==> config.mk <==
export PLATFORM = sky130hd
export DESIGN_NAME = fur_ram
export DESIGN_NICKNAME = d
export VERILOG_FILES = /design/src/hw/rtl/fur_ram.sv
export SDC_FILE = /design/constraint.sdc
export NUM_CORES = 1
export LEC_CHECK = 0
export BUFFER_PORTS_ARGS = -buffer_cell sky130_fd_sc_hd__buf_2
export CORE_UTILIZATION = 38
export CTS_CLUSTER_DIAMETER = 50
export DETAILED_ROUTE_END_ITERATION = 6
export PLACE_DENSITY = 0.62
export SLEW_MARGIN = 20
export SYNTH_ARGS = -nofsm -noshare
export SYNTH_HDL_FRONTEND = slang
export SYNTH_SLANG_ARGS = --single-unit
export TNS_END_PERCENT = 30
==> constraint.sdc <==
create_clock -name clock -period 5.9 [get_ports clock]
set_input_delay 0.295 -clock clock [delete_from_list [all_inputs] [get_ports clock]]
set_output_delay 0.295 -clock clock [all_outputs]
set_load 0.05 [all_outputs]
==> src/hw/rtl/fur_ram.sv <==
// Generic single-write, single-read RAM with registered read (old data on collision).
`default_nettype none

module fur_ram #(
   parameter int WIDTH = 8,
   parameter int DEPTH = 128
) (
   input  wire logic                     clock,
   input  wire logic                     we,
   input  wire logic [$clog2(DEPTH)-1:0] waddr,
   input  wire logic [WIDTH-1:0]         wdata,
   input  wire logic [$clog2(DEPTH)-1:0] raddr,
   output      logic [WIDTH-1:0]         rdata
);

   logic [WIDTH-1:0] mem_ff [DEPTH];
   logic [WIDTH-1:0] rdata_ff;

   // Write one word, read one word
   always_ff @(posedge clock) begin
      if (we) begin
         mem_ff[waddr] <= wdata;
      end
      rdata_ff <= mem_ff[raddr];
   end

   assign rdata = rdata_ff;

endmodule

`default_nettype wire

==> run_results.csv <==
group,metric,value,unit
timing,min_period,2.97,ns
detailed_routing,totalWireLength,90200,um
clocking,clock_latency,0.67,ns
clocking,post_cts_buffers,0,
setup_path,critPathMaxStageDelay,0.58,ns
placed_design,placedInstanceArea,41600,um^2
clocking,cts_buffers,107,
synth,syn_nets,1659,
synth,synth_top_area_share,0.775,
outcome,outcome,"completed",
timing,clock_skew,0.0280,ns
floorplan,dieArea,106000,um^2
clocking,cts_hold_buf,2,
detailed_routing,dr.pass1.iters,5,
clocking,cts.clk_slew.worst_paths,0.06,ns
synth,yosysSeqAreaShare,0.779,
setup_path,required,6.45,ns
flow_run,drv_cap,0,
final_layout,drive_above_1_share,0.322,
global_routing,grt_antenna_before_repair,14,
min_path,hp-class,"input port to register",
setup_path,cp_slowest_cell,"buf_8",
detailed_routing,viasPerCell,5.56,
global_routing,grt_max_degree,109,
setup_path,worst_setup_path_start_kind,"input port",
setup_path,worst-path-buf-inv,2,
synth,ys_types,17,
global_routing,grt_pass1_vias,18300,
setup_path,cp-end-kind,"register",
power_and_ir_drop,leakagePower,13.6,nW
clocking,root_buffer,"clkbuf_16",
detailed_routing,drt_iter0_drc,1987,
clocking,cts_max_level,3,
synth,synth_ff_type,"edfxtp_1",
floorplan,initial_core_util,0.383,
placed_design,portBuffers,31,
timing,fin_setup_tns,0,ns
power_and_ir_drop,ir_drop,0.247,mV
detailed_routing,vias,17800,
clocking,cts-resized-gates,0,
setup_path,r2r-end,"rdata[2]",
final_layout,design_area,45100,um^2
final_layout,area_growth,13.8,%
final_layout,fin_nets,1749,
synth,ys_warn_count,0,
clocking,clock_sinks,1032,
global_routing,overflow,0,
setup_path,path_max_fanout,66,
detailed_routing,ant_nets,0,
synth,synth_cells,1635,
setup_path,cp_common_cell,"mux4_2",
floorplan,fp.dieH,325,um
power_and_ir_drop,power_density,345,nW/um^2
timing,finalCritPeriodShare,0.503,
synth,yosysTopAreaCell,"edfxtp_1",
placed_design,post-dp-hpwl,53900,um
placed_design,gp_congestion,0.800,
min_path,holdCritStartpoint,"wdata[6]",
timing,setup_viol,0,
synth,post-synth-top-count-cell,"edfxtp_1",
min_path,worstHoldEndpoint,"mem_ff[106][6]",
synth,synthTopCellsByArea,"edfxtp_1, mux4_2, nor2_1, clkbuf_1, dfxtp_1",
setup_path,crit_type,"input port to register",
timing,slew_headroom,0.249,
synth,syn_area,39700,um^2
setup_path,crit_arrival,3.52,ns
detailed_routing,drc,0,
timing,drv_slew,0,
timing,rsz0062_at_grt,"false",
floorplan,num_rows,118,
synth,async_flop_share,0,
setup_path,critPathTopFamily,"multiplexers",
min_path,holdPathStages,1,
clocking,cts_tree,"yes",
timing,worst_pin_slew,1.12,ns
setup_path,rr_worst_depth,4,
setup_path,path_cells,"buf_8, buf_4, mux4_2, mux4_2, mux4_2, mux2_2",
synth,synth-seq-cells,1032,
detailed_routing,avgRoutedWirePerCell,28.2,um
floorplan,ios,32,
synth,synth_commonest_cells,"edfxtp_1, mux4_2, nor2_1",
synth,syn_area_per_cell,24.3,um^2
global_routing,track_usage,0.172,
floorplan,coreArea,103000,um^2
timing,hold_viol_final,0,
setup_path,r2r_slack,3.45,ns
clocking,clock_path_buffers,3,
global_routing,grt_pass1_wl,132000,um
timing,max_freq,337,MHz
floorplan,die_w,325,um
setup_path,r2r_start,"mem_ff[30][2]",
synth,synth_edf_count,1024,
-- kinds of logic (layout without fill, tap and decap cells) --
family	count (synthesis)	count (layout)	synth area share
muxes	344	344	0.193
and+or+nand+nor	170	170	0.0176
DFF	1032	1032	0.779
other	0	3	0
buffers and inverters	89	270	0.0101
-- worst max path at each step --
stage / startpoint / end / slack, ns / cells past startpoint
6_report: raddr[0] / rdata[2] / 2.93 / 6
5_1_grt: raddr[0] / rdata[1] / 2.77 / 6
4_1_cts: raddr[0] / rdata[1] / 2.85 / 6
3_5_place_dp: raddr[0] / rdata[1] / 2.16 / 6
3_3_place_gp: raddr[0] / rdata[1] / 2.18 / 6
2_1_floorplan: raddr[0] / rdata[0] / 3.10 / 6
-- area by class of cell --
| class | instances | area [um^2] |
|---|---|---|
| Clock buffer | 134 | 2820 |
| Sequential cell | 1032 | 30900 |
| Multi-Input combinational cell | 514 | 8410 |
| Timing Repair Buffer | 70 | 566 |
| Tap cell | 1380 | 1730 |
| Fill cell | 8633 | 58400 |
| Antenna cell | 3 | 7.51 |
| Clock inverter | 66 | 698 |
-- per-stage QoR --
step	hold WS, ns	total power [mW]	instances	setup WS, ns	utilization
detailed placement	0.666	9.05	2994	2.16	0.402
global placement	0.644	9.04	2994	2.18	0.402
finish	0.102	15.6	3199	2.93	0.436
CTS	0.0641	15.7	3196	2.85	0.436
global route	0.0924	16.0	3198	2.77	0.436
floorplan	0.394	8.71	1635	3.10	-
-- cells in the final DEF (no fill, tap or decap), types with 11 or more instances in the layout --
cell	synthesis	layout
clkinv_1	0	17
buf_4	11	39
mux4_2	336	336
clkinv_2	0	20
nor2_1	122	115
nand3_1	12	11
edfxtp_1	1024	1024
bufinv_16	0	12
nand2_1	14	14
clkbuf_1	44	25
buf_2	15	20
clkbuf_16	0	109
-- registers in the layout, indices dropped and copies added (netlist names) --
signal and cells:
rdata 8, mem_ff 1024
-- routing by layer --
metal	global-route usage	vias up	part of all wire	wire, um
met5	0	-	0.0014	129
met2	0.273	695	0.49	43900
met3	0.0318	147	0.072	6470
li1	-	7232	-	-
met1	0.244	9687	0.42	37600
met4	0.0494	20	0.023	2080
-- report_power, final --
group | leakage, nW | switching (mW) | internal [mW]
clock | 1.72 | 2.77 | 3.93
sequential | 9.27 | 0.0252 | 8.10
combinational | 2.65 | 0.466 | 0.298
-- worst register-to-register path, cell delays in order, from the launching register on --
cell	delay, ns
edfxtp_1	0.37
mux4_2	0.52
mux4_2	0.59
mux4_2	0.57
mux2_2	0.30
(Power assumes the default switching activity.)
